`src/rtl/core/gwa_pkg.sv`:
```
// ----------------------------------------------------------------------------
// gwa_pkg
// shared types and constants of the grain weighted averager
// ----------------------------------------------------------------------------
package gwa_pkg;

  // default limits
  localparam int unsigned DefMaxCellsPerGrain = 256;
  localparam int unsigned DefMaxGrains        = 4096;

  // fixed field widths
  localparam int unsigned StatesW   = 32;
  localparam int unsigned EnergyW   = 24;
  localparam int unsigned SumW      = 40;
  localparam int unsigned ProdW     = StatesW + EnergyW;
  localparam int unsigned AccW      = 64;
  localparam int unsigned SlotW     = 12;
  localparam int unsigned MadeW     = 13;
  localparam int unsigned CpgW      = 9;
  localparam int unsigned OffW      = 8;
  localparam int unsigned GcntW     = 13;
  localparam int unsigned CfgIdxW   = 2;
  localparam int unsigned CfgDataW  = 13;
  localparam int unsigned DivCntW   = 6;

  // configuration register indexes
  typedef enum logic [CfgIdxW-1:0] {
    CFG_CELLS_PER_GRAIN = 2'd0,
    CFG_CELL_OFFSET     = 2'd1,
    CFG_GRAIN_COUNT     = 2'd2
  } cfg_idx_e;

  // controller to datapath
  typedef struct packed {
    logic capture;   // take input transaction, form product
    logic acc;       // accumulate and close grain if at end
    logic div_step;  // one quotient bit
  } cmd_t;

  // datapath to controller
  typedef struct packed {
    logic grain_end;
    logic last_grain;
    logic nonzero;
    logic div_done;
  } sts_t;

endpackage

```
`src/rtl/core/grain_weighted_averager.sv`:
```
// ----------------------------------------------------------------------------
// grain_weighted_averager
// groups energy cells into grains and yields state sum and weighted mean
// ----------------------------------------------------------------------------
// channel | direction | signals
// in      | input     | in_valid_i, in_ready_o, cell_states_i, cell_energy_i
// out     | output    | out_valid_o, out_ready_i, grain_* , done_res_o, ...
// cfg     | input     | cfg_valid_i, cfg_ready_o, cfg_index_i, cfg_data_i
//
// a cell that does not close a grain passes capture and accumulate
// a grain close with results passes capture, accumulate, 64 serial divider
// steps and result, plus the output wait; an empty closing grain with done
// passes capture, accumulate and result, plus the wait
// input is held off while a result waits for out_ready_i
// reset clears pass state and sets width 1, offset 0, request 1
// ----------------------------------------------------------------------------
module grain_weighted_averager #(
  parameter int unsigned MAX_CELLS_PER_GRAIN = gwa_pkg::DefMaxCellsPerGrain,
  parameter int unsigned MAX_GRAINS          = gwa_pkg::DefMaxGrains
) (
  input  logic                          clk_i,
  input  logic                          rst_ni,
  input  logic                          in_valid_i,
  output logic                          in_ready_o,
  input  logic [gwa_pkg::StatesW-1:0]   cell_states_i,
  input  logic [gwa_pkg::EnergyW-1:0]   cell_energy_i,
  output logic                          out_valid_o,
  input  logic                          out_ready_i,
  output logic                          grain_valid_o,
  output logic [gwa_pkg::SlotW-1:0]     grain_slot_o,
  output logic [gwa_pkg::SumW-1:0]      grain_states_o,
  output logic [gwa_pkg::EnergyW-1:0]   grain_energy_o,
  output logic                          done_res_o,
  output logic [gwa_pkg::MadeW-1:0]     grains_made_o,
  output logic                          short_of_request_o,
  input  logic                          cfg_valid_i,
  output logic                          cfg_ready_o,
  input  logic [gwa_pkg::CfgIdxW-1:0]   cfg_index_i,
  input  logic [gwa_pkg::CfgDataW-1:0]  cfg_data_i
);

  gwa_pkg::cmd_t cmd;
  gwa_pkg::sts_t sts;

  assign cfg_ready_o = 1'b1;

  // sequencer
  gwa_ctrl u_ctrl (
    .clk_i       (clk_i),
    .rst_ni      (rst_ni),
    .in_valid_i  (in_valid_i),
    .in_ready_o  (in_ready_o),
    .out_valid_o (out_valid_o),
    .out_ready_i (out_ready_i),
    .cmd_o       (cmd),
    .sts_i       (sts)
  );

  // datapath
  gwa_dp #(
    .MAX_CELLS_PER_GRAIN (MAX_CELLS_PER_GRAIN),
    .MAX_GRAINS          (MAX_GRAINS)
  ) u_dp (
    .clk_i              (clk_i),
    .rst_ni             (rst_ni),
    .cmd_i              (cmd),
    .sts_o              (sts),
    .cfg_we_i           (cfg_valid_i && cfg_ready_o),
    .cfg_index_i        (cfg_index_i),
    .cfg_data_i         (cfg_data_i),
    .cell_states_i      (cell_states_i),
    .cell_energy_i      (cell_energy_i),
    .grain_valid_o      (grain_valid_o),
    .grain_slot_o       (grain_slot_o),
    .grain_states_o     (grain_states_o),
    .grain_energy_o     (grain_energy_o),
    .done_res_o         (done_res_o),
    .grains_made_o      (grains_made_o),
    .short_of_request_o (short_of_request_o)
  );

endmodule

```
`src/rtl/core/gwa_dp.sv`:
```
// ----------------------------------------------------------------------------
// gwa_dp
// accumulators, grain counters, config registers and serial divider
// ----------------------------------------------------------------------------
module gwa_dp #(
  parameter int unsigned MAX_CELLS_PER_GRAIN = gwa_pkg::DefMaxCellsPerGrain,
  parameter int unsigned MAX_GRAINS          = gwa_pkg::DefMaxGrains
) (
  input  logic                          clk_i,
  input  logic                          rst_ni,
  input  gwa_pkg::cmd_t                 cmd_i,
  output gwa_pkg::sts_t                 sts_o,
  input  logic                          cfg_we_i,
  input  logic [gwa_pkg::CfgIdxW-1:0]   cfg_index_i,
  input  logic [gwa_pkg::CfgDataW-1:0]  cfg_data_i,
  input  logic [gwa_pkg::StatesW-1:0]   cell_states_i,
  input  logic [gwa_pkg::EnergyW-1:0]   cell_energy_i,
  output logic                          grain_valid_o,
  output logic [gwa_pkg::SlotW-1:0]     grain_slot_o,
  output logic [gwa_pkg::SumW-1:0]      grain_states_o,
  output logic [gwa_pkg::EnergyW-1:0]   grain_energy_o,
  output logic                          done_res_o,
  output logic [gwa_pkg::MadeW-1:0]     grains_made_o,
  output logic                          short_of_request_o
);

  localparam int unsigned CpwRaw = $clog2(MAX_CELLS_PER_GRAIN + 1);
  localparam int unsigned WW     = (CpwRaw > gwa_pkg::CpgW) ? CpwRaw : gwa_pkg::CpgW;
  localparam int unsigned CPW    = (MAX_CELLS_PER_GRAIN > 1) ? $clog2(MAX_CELLS_PER_GRAIN) : 1;
  localparam int unsigned GwRaw  = $clog2(MAX_GRAINS + 1);
  localparam int unsigned GW     = (GwRaw > gwa_pkg::MadeW) ? GwRaw : gwa_pkg::MadeW;
  localparam int unsigned GPW    = (MAX_GRAINS > 1) ? $clog2(MAX_GRAINS) : 1;
  localparam logic [WW-1:0] MaxW = WW'(MAX_CELLS_PER_GRAIN);
  localparam logic [GW-1:0] MaxG = GW'(MAX_GRAINS);

  // configuration registers
  logic [gwa_pkg::CpgW-1:0]  cpg_q;
  logic [gwa_pkg::OffW-1:0]  off_q;
  logic [gwa_pkg::GcntW-1:0] gcnt_q;

  always_ff @(posedge clk_i or negedge rst_ni) begin
    if (!rst_ni) begin
      cpg_q  <= gwa_pkg::CpgW'(1);
      off_q  <= '0;
      gcnt_q <= gwa_pkg::GcntW'(1);
    end else if (cfg_we_i) begin
      unique case (gwa_pkg::cfg_idx_e'(cfg_index_i))
        gwa_pkg::CFG_CELLS_PER_GRAIN: cpg_q  <= cfg_data_i[gwa_pkg::CpgW-1:0];
        gwa_pkg::CFG_CELL_OFFSET:     off_q  <= cfg_data_i[gwa_pkg::OffW-1:0];
        gwa_pkg::CFG_GRAIN_COUNT:     gcnt_q <= cfg_data_i[gwa_pkg::GcntW-1:0];
        default: ;
      endcase
    end
  end

  // clamped width and request
  logic [WW-1:0] width, off_ext, range, cpos_inc;
  logic [GW-1:0] req, gpos_inc, made_ext;

  always_comb begin
    width = WW'(cpg_q);
    if (width == '0) width = WW'(1);
    if (width > MaxW) width = MaxW;
    req = GW'(gcnt_q);
    if (req == '0) req = GW'(1);
    if (req > MaxG) req = MaxG;
  end

  // pass state
  logic [GPW-1:0]            gpos_q;
  logic [CPW-1:0]            cpos_q;
  logic [gwa_pkg::SumW-1:0]  ssum_q, ssum_d;
  logic [gwa_pkg::AccW-1:0]  esum_q, esum_d;
  logic [gwa_pkg::MadeW-1:0] prod_cnt_q, prod_cnt_inc;
  logic [gwa_pkg::StatesW-1:0] st_q;
  logic [gwa_pkg::ProdW-1:0]   mul_q;

  // grain range and end tests
  always_comb begin
    off_ext  = WW'(off_q);
    if (gpos_q == '0) range = (off_ext < width) ? (width - off_ext) : WW'(1);
    else              range = width;
    cpos_inc = WW'(cpos_q) + WW'(1);
    gpos_inc = GW'(gpos_q) + GW'(1);
    ssum_d   = ssum_q + gwa_pkg::SumW'(st_q);
    esum_d   = esum_q + gwa_pkg::AccW'(mul_q);
    prod_cnt_inc = prod_cnt_q + gwa_pkg::MadeW'(1);
  end

  assign sts_o.grain_end  = cpos_inc >= range;
  assign sts_o.last_grain = gpos_inc >= req;
  assign sts_o.nonzero    = ssum_d != '0;

  // produced count after this grain
  logic [gwa_pkg::MadeW-1:0] made_now;
  assign made_now = sts_o.nonzero ? prod_cnt_inc : prod_cnt_q;
  assign made_ext = GW'(made_now);

  // product register
  always_ff @(posedge clk_i) begin
    if (cmd_i.capture) begin
      st_q  <= cell_states_i;
      mul_q <= gwa_pkg::ProdW'(cell_states_i) * gwa_pkg::ProdW'(cell_energy_i);
    end
  end

  // accumulators and counters
  always_ff @(posedge clk_i or negedge rst_ni) begin
    if (!rst_ni) begin
      gpos_q     <= '0;
      cpos_q     <= '0;
      ssum_q     <= '0;
      esum_q     <= '0;
      prod_cnt_q <= '0;
    end else if (cmd_i.acc) begin
      if (!sts_o.grain_end) begin
        cpos_q <= cpos_q + CPW'(1);
        ssum_q <= ssum_d;
        esum_q <= esum_d;
      end else begin
        cpos_q <= '0;
        ssum_q <= '0;
        esum_q <= '0;
        if (sts_o.last_grain) begin
          gpos_q     <= '0;
          prod_cnt_q <= '0;
        end else begin
          gpos_q     <= gpos_q + GPW'(1);
          prod_cnt_q <= made_now;
        end
      end
    end
  end

  // result payload latched at grain close
  logic                       gv_q, done_q, short_q;
  logic [gwa_pkg::SlotW-1:0]  slot_q;
  logic [gwa_pkg::SumW-1:0]   gst_q;
  logic [gwa_pkg::MadeW-1:0]  made_q;

  // restoring divider, one quotient bit per step
  logic [gwa_pkg::AccW-1:0]   quo_q;
  logic [gwa_pkg::SumW:0]     rem_q, rem_sh;
  logic [gwa_pkg::SumW-1:0]   dvs_q;
  logic [gwa_pkg::DivCntW-1:0] dcnt_q;
  logic                       fits;

  assign rem_sh = {rem_q[gwa_pkg::SumW-1:0], quo_q[gwa_pkg::AccW-1]};
  assign fits   = rem_sh >= {1'b0, dvs_q};
  assign sts_o.div_done = dcnt_q == '1;

  always_ff @(posedge clk_i) begin
    if (cmd_i.acc && sts_o.grain_end) begin
      gv_q    <= sts_o.nonzero;
      slot_q  <= sts_o.nonzero ? prod_cnt_q[gwa_pkg::SlotW-1:0] : '0;
      gst_q   <= sts_o.nonzero ? ssum_d : '0;
      done_q  <= sts_o.last_grain;
      made_q  <= sts_o.last_grain ? made_now : '0;
      short_q <= sts_o.last_grain && (made_ext < req);
      quo_q   <= sts_o.nonzero ? esum_d : '0;
      rem_q   <= '0;
      dvs_q   <= ssum_d;
      dcnt_q  <= '0;
    end else if (cmd_i.div_step) begin
      quo_q  <= {quo_q[gwa_pkg::AccW-2:0], fits};
      rem_q  <= fits ? (rem_sh - {1'b0, dvs_q}) : rem_sh;
      dcnt_q <= dcnt_q + gwa_pkg::DivCntW'(1);
    end
  end

  // outputs, mean saturated to the energy range
  assign grain_valid_o      = gv_q;
  assign grain_slot_o       = slot_q;
  assign grain_states_o     = gst_q;
  assign grain_energy_o     = (|quo_q[gwa_pkg::AccW-1:gwa_pkg::EnergyW]) ? '1
                              : quo_q[gwa_pkg::EnergyW-1:0];
  assign done_res_o         = done_q;
  assign grains_made_o      = made_q;
  assign short_of_request_o = short_q;

endmodule

```
`src/rtl/core/gwa_ctrl.sv`:
```
// ----------------------------------------------------------------------------
// gwa_ctrl
// sequencer for capture, accumulate, divide and result hand-off
// ----------------------------------------------------------------------------
module gwa_ctrl (
  input  logic          clk_i,
  input  logic          rst_ni,
  input  logic          in_valid_i,
  output logic          in_ready_o,
  output logic          out_valid_o,
  input  logic          out_ready_i,
  output gwa_pkg::cmd_t cmd_o,
  input  gwa_pkg::sts_t sts_i
);

  typedef enum logic [1:0] {
    S_IDLE,
    S_ACC,
    S_DIV,
    S_OUT
  } state_e;

  state_e state_q;

  assign in_ready_o       = state_q == S_IDLE;
  assign out_valid_o      = state_q == S_OUT;
  assign cmd_o.capture    = in_valid_i && in_ready_o;
  assign cmd_o.acc        = state_q == S_ACC;
  assign cmd_o.div_step   = state_q == S_DIV;

  // state register
  always_ff @(posedge clk_i or negedge rst_ni) begin
    if (!rst_ni) begin
      state_q <= S_IDLE;
    end else begin
      unique case (state_q)
        S_IDLE: if (in_valid_i) state_q <= S_ACC;
        S_ACC: begin
          if (!sts_i.grain_end)   state_q <= S_IDLE;
          else if (sts_i.nonzero) state_q <= S_DIV;
          else if (sts_i.last_grain) state_q <= S_OUT;
          else                    state_q <= S_IDLE;
        end
        S_DIV: if (sts_i.div_done) state_q <= S_OUT;
        S_OUT: if (out_ready_i) state_q <= S_IDLE;
        default: state_q <= S_IDLE;
      endcase
    end
  end

  // checks
  a_no_overlap: assert property (@(posedge clk_i) disable iff (!rst_ni)
    !(in_ready_o && out_valid_o)) else $error("input and result both open");
  a_close_div: assert property (@(posedge clk_i) disable iff (!rst_ni)
    (cmd_o.acc && sts_i.grain_end && sts_i.nonzero) |=> cmd_o.div_step)
    else $error("nonempty grain did not start division");
  a_open_acc: assert property (@(posedge clk_i) disable iff (!rst_ni)
    (cmd_o.acc && !sts_i.grain_end) |=> in_ready_o)
    else $error("mid-grain cell did not return to idle");

endmodule
```
`config.mk`:
```
export PLATFORM = sky130hd
export DESIGN_NAME = grain_weighted_averager
export DESIGN_NICKNAME = d
export VERILOG_FILES = /design/src/rtl/core/gwa_pkg.sv /design/src/rtl/core/grain_weighted_averager.sv /design/src/rtl/core/gwa_dp.sv /design/src/rtl/core/gwa_ctrl.sv
export SDC_FILE = /design/constraint.sdc
export NUM_CORES = 2
export LEC_CHECK = 0
export BUFFER_PORTS_ARGS = -buffer_cell sky130_fd_sc_hd__buf_2
export CAP_MARGIN = 20
export CORE_MARGIN = 3
export CORE_UTILIZATION = 55
export DETAILED_ROUTE_END_ITERATION = 7
export PLACE_DENSITY = 0.81
export SLEW_MARGIN = 30
export SYNTH_ARGS = -nofsm -noshare
export SYNTH_HDL_FRONTEND = slang
export SYNTH_SLANG_ARGS = --single-unit
```
`constraint.sdc`:
```
create_clock -name clk_i -period 10 [get_ports clk_i]
set_input_delay 2 -clock clk_i [delete_from_list [all_inputs] [get_ports clk_i]]
set_output_delay 2 -clock clk_i [all_outputs]
set_load 0.01 [all_outputs]
```
==> run metrics <==
Achievable Freq=between 0.1 and 0.15 GHz; Max stage delay on crit path=~580 ps; CP delay by family, top=adder cells; Synth Register Bits=between 400 and 500; CP endpoint kind=flop; largest net degree at the start of global routing=101; die height=314 µm; Final setup viols=0; die area=98,600 µm²; count leader, synth=inv_1; clock skew=42.4 ps; fraction of layout cells with a size suffix above 1=6.81%; Crit path required time=10,350 ps; measured slew at the worst slew-check pin=980 ps; number of remaining DRC errors=0; # hold bufs at CTS=0; Syn Std Cell Area=roughly 52,000 µm²; floorplan row count=about 110; initial core utilization=a little under three fifths; post-route antenna net violation count=0; WP buf/inv=7; Yosys top cell by area=fa_1; CTS tree=built; H-tree levels=2; number of synthesized flops with an enable pin=260; io pins=171; post_cts resized=0; All-Layer GR Usage=between 20% and 30%; initial antenna violation count=8; CTS buffer count=around 50; relative slew slack=around a third; Slowest-stage cell, CP=fa_1; Tcrit/Tclk final=about 93%; Post-CTS Setup Bufs=0; root buf cell=clkbuf_16; critical path's most frequent cell=fa_1; Min Clock Period, post-route=between 9000 and 10,000 ps; RSZ-0062 raised after global routing=false; 1st-iter DRT viols=3,232; DPL Wire Length=103,000 µm; Mapped Nets=~6,700; Critical Path Fanout Max=32; final hold violation count=0; Final Wtd Congestion=0.966; top cells by area, synth=fa_1 (25%), edfxtp_1 (15%), ha_1 (8.6%), dfrtp_1 (8.0%), inv_1 (6.1%); core area=93,700 µm²; Final Slew Violations=0; die width=roughly 310 µm; startpoint of the lowest-slack hold path=u_dp.rem_q[7]; Synth cell types=87; status=complete, no violations; register area share after synthesis=24.8%; vias in the first global route=41,778; vias per cell=roughly 5.8; Clk pin slew, worst setup/hold paths=60 ps; worst setup path class=in -> reg; area overhead of the layout relative to synthesis=6.87%; Longest Clk Path Bufs=3; Worst-Skew Late Latency=620 ps; FFs w/ async S/R, synth=35.6%; RR Startpoint=u_dp.cpg_q[1]; first-pass GRT wire length=between 200,000 and 250,000 µm; DRT Pass-1 Iters=6; commonest cells in the netlist=inv_1 (852), nand2_1 (731), fa_1 (662), and2_1 (451), ha_1 (357); Synthesis Warnings=0; port buffer count=169; final setup TNS=0 ps; nets@finish=6,661; # Max-Cap Violations=0; CTS sink cnt=475; final WL=around 130,000 µm; crit start category=input pin; via count=39,832; Synth top area share=25.4%; Most used DFF post-synth=edfxtp_1; WL/cell=around 19 µm; GRT overflow=0; Syn Inst Count=between 5,000 and 6,000; syn avg cell area=9.38 µm²; hold crit path type=reg -> reg; crit path DAT=9670 ps; Worst setup startpoint=cell_energy_i[2]
==> registers in the layout, indices dropped and copies added, names as in the netlist, 32 cells and up, named ones only <==
| name | flops |
|---|---|
| u_dp.dvs_q | 40 |
| u_dp.esum_q | 64 |
| u_dp.grain_states_o | 40 |
| u_dp.mul_q | 56 |
| u_dp.quo_q | 64 |
| u_dp.rem_q | 40 |
| u_dp.ssum_q | 40 |
| u_dp.st_q | 32 |
==> tightest hold or removal path, cell delays in order (launching register included) <==
cell and delay [ps]:
dfxtp_1 330, nand2_1 60, nand2_1 40
==> per-layer routing <==
layer | wire length, µm | vias to the layer above | track usage, %
li1 | - | 18128 | -
met4 | 6540 | 8 | 11.9
met2 | 65700 | 1540 | 47.6
met1 | 52400 | 19750 | 35.0
met3 | 9110 | 406 | 3.92
met5 | 52 | - | 0
==> cells in the final DEF (no fill, tap or decap), drive strengths merged, types with 10 or more instances in the layout <==
cell type,n
a211o,12
a211oi,25
a21boi,12
a21o,133
a21oi,215
a22o,36
a22oi,10
a31oi,27
a32oi,14
and2,451
and3,38
buf,230
clkbuf,64
dfrtp,167
dfxtp,46
edfxtp,260
fa,662
ha,357
inv,859
mux2,32
mux2i,14
nand2,732
nand2b,51
nand3,59
nand4,47
nor2,149
nor2b,35
nor3,44
nor4,30
o211ai,22
o21a,29
o21ai,218
o21bai,21
o31ai,118
or3,18
xnor2,150
xor2,82
==> through the flow <==
stage               instances  hold slack (ps)  area (µm²)  setup WS, ps  utilization (%)
floorplan                5560              438       52200          1140                -
detailed placement       6769              465       54000           131             57.6
finish                   6863              477       55800           673             59.5
CTS                      6861              475       55700           751             59.5
global route             6862              502       55800           456             59.5
global placement         6769              450       54000           272             57.6
==> area by class of cell <==
type                    count  area, µm²
multi-input cells        3956      35000
repair buffers            230       1320
fillers                  7829      38000
flip-flops and latches    475      13000
clock inverters            28        387
diodes                      2       5.00
clock buffers              64       1310
inverters                 854       3210
well taps                1254       1570
==> worst paths after layout <==
| path | end | slack [ps] | cells past startpoint |
|---|---|---|---|
| min in group asynchronous | u_dp.prod_cnt_q[4] | 1320 | 1 |
| max reg2reg | u_dp.quo_q[47] | 2850 | 30 |
| max | u_dp.mul_q[53] | 670 | 28 |
| min | u_dp.rem_q[7] | 480 | 2 |
| min reg2reg | u_dp.rem_q[7] | 480 | 2 |
| max in group asynchronous | u_dp.esum_q[38] | 7530 | 2 |
==> kinds of logic (layout without fill, tap and decap cells) <==
family	Yosys count	in the layout	share of synthesized area [%]
AO/OA/AOI/OAI	964	964	12.2
XOR/XNOR	232	232	3.89
adder cells (fa/ha/maj)	1019	1019	34.0
buffers and inverters	1129	1176	8.19
flip-flops	475	475	24.8
multiplexers	46	46	0.959
other	1	3	0.00719
AND/OR/NAND/NOR	1694	1694	16.0
Power is left out: the tool's default activity adds up to more than one toggle a clock period on the data nets, which glitch-free logic cannot reach.
